### config.mk
export PLATFORM = sky130hd
export DESIGN_NAME = quadrature_encoder_accel_decoder_flat
export DESIGN_NICKNAME = d
export VERILOG_FILES = /design/src/qed_pkg.sv /design/src/qed_req_if.sv /design/src/qed_rsp_if.sv /design/src/qed_divider.sv /design/src/qed_accel.sv /design/src/quadrature_encoder_accel_decoder.sv /design/src/flat_wrapper.sv
export SDC_FILE = /design/constraint.sdc
export NUM_CORES = 2
export LEC_CHECK = 0
export ABC_AREA = 1
export BUFFER_PORTS_ARGS = -buffer_cell sky130_fd_sc_hd__buf_2
export CORE_UTILIZATION = 45
export DETAILED_ROUTE_END_ITERATION = 12
export GPL_ROUTABILITY_DRIVEN = 0
export GPL_TIMING_DRIVEN = 0
export SETUP_SLACK_MARGIN = 0.05
export SYNTH_ARGS = -nofsm -noshare
export SYNTH_HDL_FRONTEND = slang
export SYNTH_SLANG_ARGS = --single-unit
### constraint.sdc
create_clock -name clock -period 7.1 [get_ports clock]
set_clock_uncertainty 0.1 [all_clocks]
set_input_delay 0.71 -clock clock [delete_from_list [all_inputs] [get_ports clock]]
set_output_delay 0.71 -clock clock [all_outputs]
set_load 0.05 [all_outputs]
### src/qed_pkg.sv
// Shared types, constants and lookup functions for the quadrature encoder decoder.
// No dependencies; imported by every other file of the block.
package qed_pkg;

   localparam int DATA_W     = 32;
   localparam int RATE_W     = 8;
   localparam int TYPE_W     = 3;
   localparam int TICKS_W    = 16;
   localparam int CSR_IDX_W  = 3;
   localparam int SQR_W      = 2 * RATE_W;
   localparam int CUBE_W     = 3 * RATE_W;
   localparam int PROD_W     = DATA_W + CUBE_W;
   localparam int DIV_STEPS  = DATA_W;
   localparam int DIV_CNT_W  = $clog2(DIV_STEPS);
   localparam int SHIFT_W    = 2;

   // register indexes on the csr port
   localparam logic [CSR_IDX_W-1:0] CSR_ENCODER_TYPE    = 3'd0;
   localparam logic [CSR_IDX_W-1:0] CSR_DEBOUNCE_MS     = 3'd1;
   localparam logic [CSR_IDX_W-1:0] CSR_MIN_RATE        = 3'd2;
   localparam logic [CSR_IDX_W-1:0] CSR_MAX_RATE        = 3'd3;
   localparam logic [CSR_IDX_W-1:0] CSR_MIN_VALUE       = 3'd4;
   localparam logic [CSR_IDX_W-1:0] CSR_MAX_VALUE       = 3'd5;
   localparam logic [CSR_IDX_W-1:0] CSR_FULL_SPAN_TICKS = 3'd6;

   // encoder types
   localparam logic [TYPE_W-1:0] ENC_DETENT_3    = 3'd0;
   localparam logic [TYPE_W-1:0] ENC_DETENT_0    = 3'd1;
   localparam logic [TYPE_W-1:0] ENC_DETENT_0_3  = 3'd2;
   localparam logic [TYPE_W-1:0] ENC_DETENT_1_2  = 3'd3;
   localparam logic [TYPE_W-1:0] ENC_DETENT_ALL  = 3'd4;

   typedef enum logic [1:0] {
      DIR_NONE,
      DIR_UP,
      DIR_DOWN
   } dir_type;

   typedef enum logic [1:0] {
      ST_IDLE,
      ST_EVAL,
      ST_ACCEL,
      ST_WRITE
   } dec_state_type;

   typedef enum logic [2:0] {
      AC_IDLE,
      AC_SQR,
      AC_CUBE,
      AC_DIV1,
      AC_MUL,
      AC_START2,
      AC_DIV2,
      AC_DONE
   } acc_state_type;

   typedef struct packed {
      logic [RATE_W-1:0]  min_rate;
      logic [RATE_W-1:0]  max_rate;
      logic [DATA_W-1:0]  min_value;
      logic [DATA_W-1:0]  max_value;
      logic [TICKS_W-1:0] full_span_ticks;
   } accel_cfg_type;

   typedef struct packed {
      logic              start;
      logic [CUBE_W-1:0] rem_init;
      logic [DATA_W-1:0] dividend;
      logic [CUBE_W-1:0] divisor;
   } div_cmd_type;

   typedef struct packed {
      logic              done;
      logic [DATA_W-1:0] quotient;
   } div_rsp_type;

   // index is {old state, new state}
   function automatic dir_type quad_dir(input logic [3:0] idx);
      dir_type d;
      case (idx)
         4'd2, 4'd4, 4'd11, 4'd13: d = DIR_UP;
         4'd1, 4'd7, 4'd8, 4'd14:  d = DIR_DOWN;
         default:                  d = DIR_NONE;
      endcase
      return d;
   endfunction

   function automatic logic [3:0] detent_mask(input logic [TYPE_W-1:0] t);
      logic [3:0] m;
      case (t)
         ENC_DETENT_0:   m = 4'h1;
         ENC_DETENT_0_3: m = 4'h9;
         ENC_DETENT_1_2: m = 4'h6;
         ENC_DETENT_ALL: m = 4'hF;
         default:        m = 4'h8;
      endcase
      return m;
   endfunction

   function automatic logic [SHIFT_W-1:0] res_shift(input logic [TYPE_W-1:0] t);
      logic [SHIFT_W-1:0] s;
      case (t)
         ENC_DETENT_0_3: s = 2'd1;
         ENC_DETENT_1_2: s = 2'd1;
         ENC_DETENT_ALL: s = 2'd0;
         default:        s = 2'd2;
      endcase
      return s;
   endfunction

endpackage

### src/qed_req_if.sv
// Sample channel: valid/ready handshake with one encoder sample as payload.
// Depends on qed_pkg.
interface qed_req_if
   import qed_pkg::*;
   ();
   logic              valid;
   logic              ready;
   logic              pin_a;
   logic              pin_b;
   logic [DATA_W-1:0] now_ms;
   logic [RATE_W-1:0] rate_tps;

   modport source (output valid, output pin_a, output pin_b, output now_ms,
                   output rate_tps, input ready);
   modport sink   (input valid, input pin_a, input pin_b, input now_ms,
                   input rate_tps, output ready);
endinterface

### src/qed_rsp_if.sv
// Result channel: valid/ready handshake carrying positions and detent flag.
// Depends on qed_pkg.
interface qed_rsp_if
   import qed_pkg::*;
   ();
   logic                     valid;
   logic                     ready;
   logic signed [DATA_W-1:0] fine_position;
   logic signed [DATA_W-1:0] reported_position;
   logic                     detent_hit;

   modport source (output valid, output fine_position, output reported_position,
                   output detent_hit, input ready);
   modport sink   (input valid, input fine_position, input reported_position,
                   input detent_hit, output ready);
endinterface

### src/qed_divider.sv
// Bit-serial restoring divider, one quotient bit per cycle.
// Depends on qed_pkg. Remainder seed must be below the divisor.
module qed_divider
   import qed_pkg::*;
(
   input  logic        clock,
   input  logic        reset,
   input  div_cmd_type cmd,
   output div_rsp_type rsp
);

   logic                 busy_ff, busy_in;
   logic                 done_ff, done_in;
   logic [DIV_CNT_W-1:0] cnt_ff, cnt_in;
   logic [CUBE_W-1:0]    rem_ff, rem_in;
   logic [DATA_W-1:0]    quo_ff, quo_in;
   logic [CUBE_W-1:0]    den_ff, den_in;

   logic [CUBE_W:0]      shifted;
   logic [CUBE_W:0]      trial;
   logic                 take;
   logic                 last;

   assign shifted = {rem_ff, quo_ff[DATA_W-1]};
   assign trial   = shifted - {1'b0, den_ff};
   assign take    = shifted >= {1'b0, den_ff};
   assign last    = cnt_ff == DIV_CNT_W'(DIV_STEPS - 1);

   always_comb begin
      busy_in = busy_ff;
      done_in = 1'b0;
      cnt_in  = cnt_ff;
      rem_in  = rem_ff;
      quo_in  = quo_ff;
      den_in  = den_ff;
      if (cmd.start) begin
         busy_in = 1'b1;
         cnt_in  = '0;
         rem_in  = cmd.rem_init;
         quo_in  = cmd.dividend;
         den_in  = cmd.divisor;
      end else if (busy_ff) begin
         rem_in = take ? trial[CUBE_W-1:0] : shifted[CUBE_W-1:0];
         quo_in = {quo_ff[DATA_W-2:0], take};
         cnt_in = cnt_ff + 1'b1;
         if (last) begin
            busy_in = 1'b0;
            done_in = 1'b1;
         end
      end
   end

   always_ff @(posedge clock) begin
      if (reset) begin
         busy_ff <= 1'b0;
         done_ff <= 1'b0;
         cnt_ff  <= '0;
      end else begin
         busy_ff <= busy_in;
         done_ff <= done_in;
         cnt_ff  <= cnt_in;
      end
      rem_ff <= rem_in;
      quo_ff <= quo_in;
      den_ff <= den_in;
   end

   assign rsp.done     = done_ff;
   assign rsp.quotient = quo_ff;

endmodule

### src/qed_accel.sv
// Acceleration step sequencer: 1 + delta*s^3/span^3 using the shared divider.
// Depends on qed_pkg and qed_divider.
module qed_accel
   import qed_pkg::*;
(
   input  logic              clock,
   input  logic              reset,
   input  logic              start,
   input  logic [RATE_W-1:0] rate,
   input  accel_cfg_type     cfg,
   output logic              done,
   output logic [DATA_W-1:0] step
);

   acc_state_type state_ff, state_in;

   logic [RATE_W-1:0] s_ff, s_in;
   logic [RATE_W-1:0] span_ff, span_in;
   logic [DATA_W-1:0] diff_ff, diff_in;
   logic              diff_pos_ff, diff_pos_in;
   logic [SQR_W-1:0]  s2_ff, s2_in;
   logic [SQR_W-1:0]  span2_ff, span2_in;
   logic [CUBE_W-1:0] s3_ff, s3_in;
   logic [CUBE_W-1:0] den_ff, den_in;
   logic [DATA_W-1:0] d_ff, d_in;
   logic [PROD_W-1:0] prod_ff, prod_in;
   logic [DATA_W-1:0] step_ff, step_in;

   logic [RATE_W-1:0] rate_clamped;
   logic [DATA_W:0]   diff_wide;
   logic              no_span;
   logic [TICKS_W-1:0] ticks;
   div_cmd_type       div_cmd;
   div_rsp_type       div_rsp;

   qed_divider u_divider (
      .clock (clock),
      .reset (reset),
      .cmd   (div_cmd),
      .rsp   (div_rsp)
   );

   assign no_span   = cfg.max_rate <= cfg.min_rate;
   assign diff_wide = {cfg.max_value[DATA_W-1], cfg.max_value}
                    - {cfg.min_value[DATA_W-1], cfg.min_value};
   assign ticks     = (cfg.full_span_ticks == '0) ? TICKS_W'(1) : cfg.full_span_ticks;

   always_comb begin
      if (rate < cfg.min_rate) begin
         rate_clamped = cfg.min_rate;
      end else if (rate > cfg.max_rate) begin
         rate_clamped = cfg.max_rate;
      end else begin
         rate_clamped = rate;
      end
   end

   // next state
   always_comb begin
      state_in = state_ff;
      case (state_ff)
         AC_IDLE: begin
            if (start) begin
               state_in = no_span ? AC_DONE : AC_SQR;
            end
         end
         AC_SQR:    state_in = AC_CUBE;
         AC_CUBE:   state_in = AC_DIV1;
         AC_DIV1: begin
            if (div_rsp.done) begin
               state_in = AC_MUL;
            end
         end
         AC_MUL:    state_in = AC_START2;
         AC_START2: state_in = AC_DIV2;
         AC_DIV2: begin
            if (div_rsp.done) begin
               state_in = AC_DONE;
            end
         end
         AC_DONE:   state_in = AC_IDLE;
         default:   state_in = AC_IDLE;
      endcase
   end

   // outputs and datapath
   always_comb begin
      s_in        = s_ff;
      span_in     = span_ff;
      diff_in     = diff_ff;
      diff_pos_in = diff_pos_ff;
      s2_in       = s2_ff;
      span2_in    = span2_ff;
      s3_in       = s3_ff;
      den_in      = den_ff;
      d_in        = d_ff;
      prod_in     = prod_ff;
      step_in     = step_ff;
      div_cmd     = '0;
      done        = 1'b0;
      case (state_ff)
         AC_IDLE: begin
            if (start) begin
               s_in        = rate_clamped - cfg.min_rate;
               span_in     = cfg.max_rate - cfg.min_rate;
               diff_in     = diff_wide[DATA_W-1:0];
               diff_pos_in = !diff_wide[DATA_W] && (diff_wide[DATA_W-1:0] != '0);
               step_in     = DATA_W'(1);
            end
         end
         AC_SQR: begin
            s2_in            = SQR_W'(s_ff) * SQR_W'(s_ff);
            span2_in         = SQR_W'(span_ff) * SQR_W'(span_ff);
            div_cmd.start    = 1'b1;
            div_cmd.rem_init = '0;
            div_cmd.dividend = diff_ff;
            div_cmd.divisor  = CUBE_W'(ticks);
         end
         AC_CUBE: begin
            s3_in  = CUBE_W'(s2_ff) * CUBE_W'(s_ff);
            den_in = CUBE_W'(span2_ff) * CUBE_W'(span_ff);
         end
         AC_DIV1: begin
            // delta truncates toward zero and is raised to at least one
            if (diff_pos_ff && (div_rsp.quotient != '0)) begin
               d_in = div_rsp.quotient;
            end else begin
               d_in = DATA_W'(1);
            end
         end
         AC_MUL: begin
            prod_in = PROD_W'(d_ff) * PROD_W'(s3_ff);
         end
         AC_START2: begin
            // s <= span, so the quotient fits 32 bits and the top part is below den
            div_cmd.start    = 1'b1;
            div_cmd.rem_init = prod_ff[PROD_W-1:DATA_W];
            div_cmd.dividend = prod_ff[DATA_W-1:0];
            div_cmd.divisor  = den_ff;
         end
         AC_DIV2: begin
            if (div_rsp.done) begin
               step_in = div_rsp.quotient + DATA_W'(1);
            end
         end
         AC_DONE: begin
            done = 1'b1;
         end
         default: begin
            done = 1'b0;
         end
      endcase
   end

   always_ff @(posedge clock) begin
      if (reset) begin
         state_ff <= AC_IDLE;
      end else begin
         state_ff <= state_in;
      end
      s_ff        <= s_in;
      span_ff     <= span_in;
      diff_ff     <= diff_in;
      diff_pos_ff <= diff_pos_in;
      s2_ff       <= s2_in;
      span2_ff    <= span2_in;
      s3_ff       <= s3_in;
      den_ff      <= den_in;
      d_ff        <= d_in;
      prod_ff     <= prod_in;
      step_ff     <= step_in;
   end

   assign step = step_ff;

endmodule

### src/quadrature_encoder_accel_decoder.sv
// Top level of the quadrature encoder decoder with debounce and acceleration.
// Depends on qed_pkg, qed_req_if, qed_rsp_if and qed_accel.
//
// Use:
//  - req_chan carries one sample per transfer: the two inverted encoder lines,
//    the wrapping millisecond time and the measured detent rate.
//  - rsp_chan returns exactly one result per sample: fine position, reported
//    position and the detent flag.
//  - csr_we/csr_index/csr_wdata write the seven settings; write only while idle.
// Flow:
//  - One sample is in flight at a time. Without an accepted move with nonzero
//    direction the sample passes from EVAL straight to WRITE. Such a move runs
//    the acceleration sequencer (two 32-step bit-serial divisions on one shared
//    divider plus the square, cube and multiply stages), which goes straight to
//    its done state when max_rate is not above min_rate.
// Reset: positions, line state and last-change time clear; settings take their
//    default values; no result is pending.
// Stall: the result sits in an output register; the next sample is taken
//    meanwhile and waits in its final stage until the register frees up.
module quadrature_encoder_accel_decoder
   import qed_pkg::*;
(
   input  logic                 clock,
   input  logic                 reset,
   qed_req_if.sink              req_chan,
   qed_rsp_if.source            rsp_chan,
   input  logic                 csr_we,
   input  logic [CSR_IDX_W-1:0] csr_index,
   input  logic [DATA_W-1:0]    csr_wdata
);

   dec_state_type state_ff, state_in;

   // settings
   logic [TYPE_W-1:0]  enc_type_ff;
   logic [RATE_W-1:0]  debounce_ff;
   accel_cfg_type      cfg_ff;

   // captured sample
   logic [1:0]         smp_pins_ff, smp_pins_in;
   logic [DATA_W-1:0]  smp_now_ff, smp_now_in;
   logic [RATE_W-1:0]  smp_rate_ff, smp_rate_in;

   // decoder state
   logic [1:0]         pin_state_ff, pin_state_in;
   logic [DATA_W-1:0]  fine_ff, fine_in;
   logic [DATA_W-1:0]  rep_ff, rep_in;
   logic [DATA_W-1:0]  last_ff, last_in;

   // output register
   logic               rsp_valid_ff, rsp_valid_in;
   logic [DATA_W-1:0]  out_fine_ff, out_fine_in;
   logic [DATA_W-1:0]  out_rep_ff, out_rep_in;
   logic               out_hit_ff, out_hit_in;

   logic [DATA_W-1:0]  elapsed;
   logic               settled;
   logic               changed;
   logic               take;
   dir_type            dir;
   logic               need_step;
   logic [TYPE_W-1:0]  eff_type;
   logic [3:0]         det_mask;
   logic               hit;
   logic [DATA_W-1:0]  fine_next;
   logic               rsp_free;
   logic               commit;
   logic               accel_start;
   logic               accel_done;
   logic [DATA_W-1:0]  accel_step;

   qed_accel u_accel (
      .clock (clock),
      .reset (reset),
      .start (accel_start),
      .rate  (smp_rate_ff),
      .cfg   (cfg_ff),
      .done  (accel_done),
      .step  (accel_step)
   );

   // decision logic, valid from EVAL on; state does not move until commit
   assign elapsed   = smp_now_ff - last_ff;
   assign settled   = elapsed >= DATA_W'(debounce_ff);
   assign changed   = smp_pins_ff != pin_state_ff;
   assign take      = changed && settled;
   assign dir       = quad_dir({pin_state_ff, smp_pins_ff});
   assign need_step = take && (dir != DIR_NONE);
   // types beyond the table behave as the first one
   assign eff_type  = (enc_type_ff > ENC_DETENT_ALL) ? ENC_DETENT_3 : enc_type_ff;
   assign det_mask  = detent_mask(eff_type);
   assign hit       = take && det_mask[smp_pins_ff];
   assign rsp_free  = !rsp_valid_ff || rsp_chan.ready;

   always_comb begin
      case (dir)
         DIR_UP:   fine_next = fine_ff + accel_step;
         DIR_DOWN: fine_next = fine_ff - accel_step;
         default:  fine_next = fine_ff;
      endcase
      if (!take) begin
         fine_next = fine_ff;
      end
   end

   // next state
   always_comb begin
      state_in = state_ff;
      case (state_ff)
         ST_IDLE: begin
            if (req_chan.valid) begin
               state_in = ST_EVAL;
            end
         end
         ST_EVAL:  state_in = need_step ? ST_ACCEL : ST_WRITE;
         ST_ACCEL: begin
            if (accel_done) begin
               state_in = ST_WRITE;
            end
         end
         ST_WRITE: begin
            if (rsp_free) begin
               state_in = ST_IDLE;
            end
         end
         default:  state_in = ST_IDLE;
      endcase
   end

   // control outputs
   always_comb begin
      req_chan.ready = 1'b0;
      accel_start    = 1'b0;
      commit         = 1'b0;
      case (state_ff)
         ST_IDLE:  req_chan.ready = 1'b1;
         ST_EVAL:  accel_start    = need_step;
         ST_WRITE: commit         = rsp_free;
         default:  commit         = 1'b0;
      endcase
   end

   // datapath next values
   always_comb begin
      smp_pins_in  = smp_pins_ff;
      smp_now_in   = smp_now_ff;
      smp_rate_in  = smp_rate_ff;
      pin_state_in = pin_state_ff;
      fine_in      = fine_ff;
      rep_in       = rep_ff;
      last_in      = last_ff;
      out_fine_in  = out_fine_ff;
      out_rep_in   = out_rep_ff;
      out_hit_in   = out_hit_ff;
      rsp_valid_in = rsp_valid_ff;

      if (rsp_valid_ff && rsp_chan.ready) begin
         rsp_valid_in = 1'b0;
      end

      if (req_chan.valid && req_chan.ready) begin
         smp_pins_in = {req_chan.pin_b, req_chan.pin_a};
         smp_now_in  = req_chan.now_ms;
         smp_rate_in = req_chan.rate_tps;
      end

      if (commit) begin
         if (take) begin
            pin_state_in = smp_pins_ff;
            fine_in      = fine_next;
         end
         if (hit) begin
            rep_in = DATA_W'($signed(fine_next) >>> res_shift(eff_type));
         end
         // any line change restarts the debounce window; a stable line
         // drags the last-change time along behind the present time
         if (changed) begin
            last_in = smp_now_ff;
         end else if (settled) begin
            last_in = smp_now_ff - DATA_W'(debounce_ff) - DATA_W'(1);
         end
         out_fine_in  = fine_next;
         out_rep_in   = hit ? DATA_W'($signed(fine_next) >>> res_shift(eff_type)) : rep_ff;
         out_hit_in   = hit;
         rsp_valid_in = 1'b1;
      end
   end

   always_ff @(posedge clock) begin
      if (reset) begin
         state_ff              <= ST_IDLE;
         rsp_valid_ff          <= 1'b0;
         pin_state_ff          <= '0;
         fine_ff               <= '0;
         rep_ff                <= '0;
         last_ff               <= '0;
         enc_type_ff           <= ENC_DETENT_3;
         debounce_ff           <= RATE_W'(1);
         cfg_ff.min_rate       <= '0;
         cfg_ff.max_rate       <= RATE_W'(40);
         cfg_ff.min_value      <= '0;
         cfg_ff.max_value      <= DATA_W'(1000);
         cfg_ff.full_span_ticks <= TICKS_W'(100);
      end else begin
         state_ff     <= state_in;
         rsp_valid_ff <= rsp_valid_in;
         pin_state_ff <= pin_state_in;
         fine_ff      <= fine_in;
         rep_ff       <= rep_in;
         last_ff      <= last_in;
         if (csr_we) begin
            case (csr_index)
               CSR_ENCODER_TYPE:    enc_type_ff            <= csr_wdata[TYPE_W-1:0];
               CSR_DEBOUNCE_MS:     debounce_ff            <= csr_wdata[RATE_W-1:0];
               CSR_MIN_RATE:        cfg_ff.min_rate        <= csr_wdata[RATE_W-1:0];
               CSR_MAX_RATE:        cfg_ff.max_rate        <= csr_wdata[RATE_W-1:0];
               CSR_MIN_VALUE:       cfg_ff.min_value       <= csr_wdata;
               CSR_MAX_VALUE:       cfg_ff.max_value       <= csr_wdata;
               CSR_FULL_SPAN_TICKS: cfg_ff.full_span_ticks <= csr_wdata[TICKS_W-1:0];
               default:             enc_type_ff            <= enc_type_ff;
            endcase
         end
      end
      smp_pins_ff <= smp_pins_in;
      smp_now_ff  <= smp_now_in;
      smp_rate_ff <= smp_rate_in;
      out_fine_ff <= out_fine_in;
      out_rep_ff  <= out_rep_in;
      out_hit_ff  <= out_hit_in;
   end

   assign rsp_chan.valid             = rsp_valid_ff;
   assign rsp_chan.fine_position     = $signed(out_fine_ff);
   assign rsp_chan.reported_position = $signed(out_rep_ff);
   assign rsp_chan.detent_hit        = out_hit_ff;

endmodule
### src/flat_wrapper.sv
// flat-port wrapper written by rule: the top's interface ports become plain ports
module quadrature_encoder_accel_decoder_flat import qed_pkg::*;
  (clock, reset, csr_we, csr_index, csr_wdata, req_chan_valid, req_chan_pin_a, req_chan_pin_b, req_chan_now_ms, req_chan_rate_tps, req_chan_ready, rsp_chan_valid, rsp_chan_fine_position, rsp_chan_reported_position, rsp_chan_detent_hit, rsp_chan_ready);
  qed_req_if req_chan_i ();
  qed_rsp_if rsp_chan_i ();
  input  logic clock;
  input  logic reset;
  input  logic csr_we;
  input  logic [CSR_IDX_W-1:0] csr_index;
  input  logic [DATA_W-1:0] csr_wdata;
  input wire logic [$bits(req_chan_i.valid)-1:0] req_chan_valid;
  input wire logic [$bits(req_chan_i.pin_a)-1:0] req_chan_pin_a;
  input wire logic [$bits(req_chan_i.pin_b)-1:0] req_chan_pin_b;
  input wire logic [$bits(req_chan_i.now_ms)-1:0] req_chan_now_ms;
  input wire logic [$bits(req_chan_i.rate_tps)-1:0] req_chan_rate_tps;
  output wire logic [$bits(req_chan_i.ready)-1:0] req_chan_ready;
  output wire logic [$bits(rsp_chan_i.valid)-1:0] rsp_chan_valid;
  output wire logic [$bits(rsp_chan_i.fine_position)-1:0] rsp_chan_fine_position;
  output wire logic [$bits(rsp_chan_i.reported_position)-1:0] rsp_chan_reported_position;
  output wire logic [$bits(rsp_chan_i.detent_hit)-1:0] rsp_chan_detent_hit;
  input wire logic [$bits(rsp_chan_i.ready)-1:0] rsp_chan_ready;
  assign req_chan_i.valid = req_chan_valid;
  assign req_chan_i.pin_a = req_chan_pin_a;
  assign req_chan_i.pin_b = req_chan_pin_b;
  assign req_chan_i.now_ms = req_chan_now_ms;
  assign req_chan_i.rate_tps = req_chan_rate_tps;
  assign req_chan_ready = req_chan_i.ready;
  assign rsp_chan_valid = rsp_chan_i.valid;
  assign rsp_chan_fine_position = rsp_chan_i.fine_position;
  assign rsp_chan_reported_position = rsp_chan_i.reported_position;
  assign rsp_chan_detent_hit = rsp_chan_i.detent_hit;
  assign rsp_chan_i.ready = rsp_chan_ready;
  quadrature_encoder_accel_decoder u_core (.clock(clock), .reset(reset), .req_chan(req_chan_i), .rsp_chan(rsp_chan_i), .csr_we(csr_we), .csr_index(csr_index), .csr_wdata(csr_wdata));
endmodule
-- Word-level counts from Yosys, hierarchy flattened
Memories as Yosys holds them, arrays and structs flattened.
Index checks and enable logic that the tools add are counted.
Widths: inputs -> output; s select.
- register bits after elaboration: 654
- bits in read-only memories: 32
- input port bits: 82
- output and inout bits: 67
- memories kept: 1
- memory list (name ; depth ; width ; rd ports ; clocked after memory_dff ; write ports ; RTL line ; RTL):
    (name not given) ; 16 ; 2 ; 1 ; 0 ; 0 ; qed_pkg.sv:80 ; case (idx)
- $add $sub $neg: 11
- multipliers: 5
- $lt $le $gt $ge: 7
- eq/ne operators: 30
- shifts and indexed selects: 2
- mux-type cells: 45
- bitwise logic cells: 1
- reductions and logical operators: 38
- operator list (kind ; number):
    $mux 32 ; 8
    $pmux 81 s2 ; 1
    $pmux 32 s2 ; 2
    $mux 24 ; 3
    $reduce_bool 32->1 ; 2
    $sshr 32x2->32 ; 2
    $sub 32x32->32 ; 2
    $mul 32x24->56 ; 1
    $mul 16x8->24 ; 2
    $sub 32x32->33 ; 1
    $add 32x1->32 const B ; 1
    $add 32x32->32 ; 1
    $ge 32x8->1 ; 1
    $mul 8x8->16 ; 2
    $sub 32x1->32 const B ; 1
    $sub 32x8->32 ; 1
    $ge 25x24->1 ; 1
    $eq 3x3->1 const B ; 8
    $pmux 3 s8 ; 1
    $sub 24x24->24 ; 1
    $reduce_and 2->1 ; 11
    $eq 3x2->1 const B ; 6
    $logic_not 16->1 ; 1
    $mux 16 ; 1
    32 further kinds ; 78

-- Longest topological paths before layout
- word-level depth: 10
- mapped depth: 33

-- Cells and area by module
From an unflattened synthesis, not the netlist that was laid out.
- cells, all modules: 9856
- area total of the unflattened synthesis: 74869.3 um2
- modules (own cells, without submodules) (module ; times used ; cells each ; area an instance (um2) ; sequential area each (um2)):
    qed_accel ; 1 ; 6386 ; 50130.6 ; 7477.2
    quadrature_encoder_accel_decoder ; 1 ; 2694 ; 19034.5 ; 7377.1
    qed_divider ; 1 ; 776 ; 5704.2 ; 2542.4

-- Least setup slack after synthesis
Ideal clock, no wire load.
- path kind: register to register
- from: reg u_core.smp_now_ff[0]
- to: reg u_core.u_accel.step_ff[0] (netlist: u_core.u_accel.step[0]), enable pin
- library setup time: 421 ps
- data arrival time: 6568 ps
- data required time: 6579 ps
- setup slack: 10 ps
- cell stages (with the launch flop): 29
- path buffers: 1
- path through: edfxtp_1 -> inv_1 -> ha_1 -> inv_1 -> fa_1 -> nand3_1 -> nand3_2 -> nand2_1 -> nand2_1 -> xor2_1 -> ha_1 -> nand2_1 -> nor2_1 -> a21boi_0 -> nor2_1 -> nand3_1 -> nor2_1 -> nand3_1 -> nor2_1 -> nand2_1 -> nor2_4 -> nand3_4 -> nand2_8 -> buf_6 -> nor2_1 -> nand2_1 -> nor2_1 -> nor2_1 -> nor2_1
- longest elaborated chain between the ends: 7
- RTL lines (item ; RTL line ; RTL):
    from (decl) ; quadrature_encoder_accel_decoder.sv:41 ; logic [DATA_W-1:0] smp_now_ff, smp_now_in;
    from (signal assigned) ; quadrature_encoder_accel_decoder.sv:225 ; smp_now_ff <= smp_now_in;
    $sub 32x32->32 ; quadrature_encoder_accel_decoder.sv:83 ; assign elapsed = smp_now_ff - last_ff;
    $ge 32x8->1 ; quadrature_encoder_accel_decoder.sv:84 ; assign settled = elapsed >= DATA_W'(debounce_ff);
    $logic_and 1x1->1 ; quadrature_encoder_accel_decoder.sv:86 ; assign take = changed && settled;
    $logic_and 1x1->1 ; quadrature_encoder_accel_decoder.sv:88 ; assign need_step = take && (dir != DIR_NONE);
    $mux 1 ; quadrature_encoder_accel_decoder.sv:135 ; case (state_ff)
    $ne 2x1->1 (no source line) ; - ;
    $reduce_and 3->1 (no source line) ; - ;
    to (signal assigned) ; qed_accel.sv:171 ; step_ff <= step_in;
    to (decl) ; qed_accel.sv:27 ; logic [DATA_W-1:0] step_ff, step_in;
No other way between the ends.
A chain may end at the register's enable or synchronous reset.

-- Final worst setup path
- from: reg u_core.u_accel.s3_ff[4]
- to: reg u_core.u_accel.prod_ff[52], data pin
- longest elaborated chain between the ends: 1
- RTL lines (item ; RTL line ; RTL):
    from (decl) ; qed_accel.sv:23 ; logic [CUBE_W-1:0] s3_ff, s3_in;
    from (signal assigned) ; qed_accel.sv:167 ; s3_ff <= s3_in;
    $mul 32x24->56 ; qed_accel.sv:132 ; prod_in = PROD_W'(d_ff) * PROD_W'(s3_ff);
    to (signal assigned) ; qed_accel.sv:170 ; prod_ff <= prod_in;
    to (decl) ; qed_accel.sv:26 ; logic [PROD_W-1:0] prod_ff, prod_in;
No other way between the ends.

==> reports/summary.txt <==
Status: finished clean
DR vias: 59075
Initial antenna violation count: 8
H-Tree Depth: 3
Worst rel slew slack: 3.73%
Final setup viols: 0
Distinct cell type count after synthesis: 59
Final worst slack: 25.5 ps
Synth Register Bits: 652
CTS Root Cell: clkbuf_16
WP data required: 7400 ps
Nets@finish: 10655
Die width: 399 microns
Rows: 145
Slowest cell delay on critical path: 580 ps
EDFF count, synth: 434
Crit start category: flip-flop
Fill cell count: 15156
Mapped Avg Cell Area: 8.06 sq um
Crit Path Max Fanout: 8
Maxcap violations: 0
Drc violations: 0
Synth top area cells: fa_1 25%, edfxtp_1 18%, nand2_1 11%
First-pass detailed-route iteration total: 8
Yosys Warn Count: 0
Setup Crit Path Kind: reg2reg
HP Class: in2reg
Area leader, netlist: fa_1
Worst path arrival time: 7380 ps
Post-Place Cell Area: 0.0744 sq mm
Vias in the first global route: 58389
Port Buf Inserts: 147
Final hold vios: 0
WHS: 95.7 ps
Min cycle time layout: 7070 ps
WL final: 213000 microns
CP max stage cell: fa_1
Max Clock Freq: 141 MHz
TritonCTS clock tree: built
Synth Instances: 8800
Synthesized area: 0.0709 sq mm
First-pass GRT wire length: 331000 microns
Via density: 5.22
Final Slew Violations: 0
FFs w/ async S/R, synth: 0%
Post-synth top cells: 2068 x nand2_1, 2030 x inv_1, 871 x fa_1, 511 x ha_1, 474 x nor2_1
Gr usage total: 26.9%
Grt ovf: 0
Worst-Margin Slew: 1440 ps
CTS Buffer Depth: 3
Crit end category: flip-flop
Routed len/inst: 18.8 microns
Top FF cell, synth: edfxtp_1
Setup TNS: 0 ps
Clk sinks: 652
Unrepaired setup endpoints after global routing: yes
Layout area overhead: 12.8%
Die area: 0.159 sq mm
Worst slack, placed: -1160 ps
DR iter-0 viols: 5362
Clock transition at path regs: 70 ps
Top-area cell type share of the netlist area: 24.6%
Initial Util: 45.3%
Cell area after layout: 0.0800 sq mm
DP HPWL: 176000 microns
Final Cycle Share: 99.6%
Latest clock arrival within the worst-skew pair: 690 ps
Sequential-to-total area share from yosys stat: 24.5%
Die H: 399 microns
IO Count: 149
Number of routed nets with antenna violations: 0
Layout cells sized above 1: 8.80%
CTS buffer count: 76
Critical path's most frequent cell: fa_1
Core area: 0.156 sq mm
Count leader, synth: nand2_1
Largest net degree at the start of global routing: 57
## metrics by stage
| step | std cells | utilization (%) |
|---|---|---|
| 2_1_floorplan | 8802 | - |
| 3_3_place_gp | 11007 | 47.5 |
| 3_5_place_dp | 11019 | 47.6 |
| 4_1_cts | 11266 | 50.5 |
| 5_1_grt | 11317 | 51.1 |
| 6_report | 11319 | 51.1 |
## layer usage
| layer | wire [microns] | global-route usage (%) | vias to the layer above |
|---|---|---|---|
| met5 | 14 | 0 | - |
| met2 | 95600 | 42.0 | 2173 |
| li1 | - | - | 27808 |
| met4 | 7600 | 8.97 | 2 |
| met1 | 92700 | 38.2 | 28690 |
| met3 | 17400 | 3.96 | 402 |
## cell usage in the layout (no fill, tap or decap), drive strengths merged, types with 68 or more instances in the layout
master / count
nand2: 2092
ha: 511
xor2: 179
o21ai: 451
nor2: 480
a31oi: 68
fa: 871
nand3: 289
a21oi: 427
dfxtp: 218
buf: 401
inv: 2045
edfxtp: 434
clkbuf: 332
xnor2: 99
## sequential cells by signal, indices dropped and copies added (netlist names), 15 cells and up
signal	flops
u_core.u_accel.d_ff	32
u_core.u_accel.diff_ff	32
u_core.u_accel.u_divider.quo_ff	32
u_core.u_accel.prod_ff	56
u_core.last_ff	32
u_core.u_accel.s2_ff	15
u_core.u_accel.u_divider.den_ff	24
u_core.rsp_chan.reported_position	32
u_core.u_accel.span2_ff	15
u_core.smp_now_ff	32
u_core.u_accel.s3_ff	24
u_core.rsp_chan.fine_position	32
u_core.u_accel.step	32
u_core.cfg_ff	96
u_core.u_accel.den_ff	24
u_core.u_accel.u_divider.rem_ff	24
u_core.rep_ff	32
u_core.fine_ff	32
## worst paths after layout
path,startpoint,to,cells past startpoint,slack [ps]
setup / recovery,u_core.u_accel.s3_ff[4]$_DFFE_PP_,u_core.u_accel.prod_ff[52]$_DFFE_PP_,30,30
setup reg to reg,u_core.u_accel.s3_ff[4]$_DFFE_PP_,u_core.u_accel.prod_ff[52]$_DFFE_PP_,30,30
hold reg to reg,u_core.cfg_ff[52]$_SDFFE_PP0P_,u_core.cfg_ff[52]$_SDFFE_PP0P_,2,360
hold / removal,req_chan_now_ms[19],u_core.smp_now_ff[19]$_DFFE_PP_,1,100
## critical path, delay by kind of cell, from the launching register on
family	cells	cell delay, ps
adder cells (fa/ha/maj)	8	3960
AO/OA/AOI/OAI	6	840
AND/OR/NAND/NOR	8	610
flip-flops	1	560
buffers and inverters	7	530
XOR/XNOR	1	190
## what timing repair did
action,in CTS,in global routing
setup buffers,106,46
cloned,1,1
setup endpoints to repair,37,22
hold buffers,0,0
pin swaps,9,71
gates resized for setup,355,224
## cells by family (layout without fill, tap and decap cells)
kind of cell,count (synthesis),after routing,synth area share (%)
adders and majority gates,1382,1382,33.6
and+or+nand+nor,3022,3022,17.2
AOI/OAI and AO/OA,1098,1098,8.43
xor gates and xnor gates,278,278,3.43
other,2,12,0.0106
muxes,1,1,0.0141
buffers and inverters,2365,2816,12.7
DFF,652,652,24.5
## final cells by class
type / count / area (sq um) / area share [%]
inverters: 2039 / 7650 / 9.57
diodes: 8 / 20.0 / 0.0250
flip-flops and latches: 652 / 17400 / 21.8
repair buffers: 313 / 2180 / 2.72
well taps: 2058 / 2570 / 3.22
plain buffers: 324 / 2220 / 2.78
clock inverters: 44 / 606 / 0.757
multi-input cells: 5785 / 45200 / 56.6
clock buffers: 96 / 2080 / 2.60
Power is left out: the tool's default activity adds up to more than one toggle a clock period on the data nets, which glitch-free logic cannot reach.
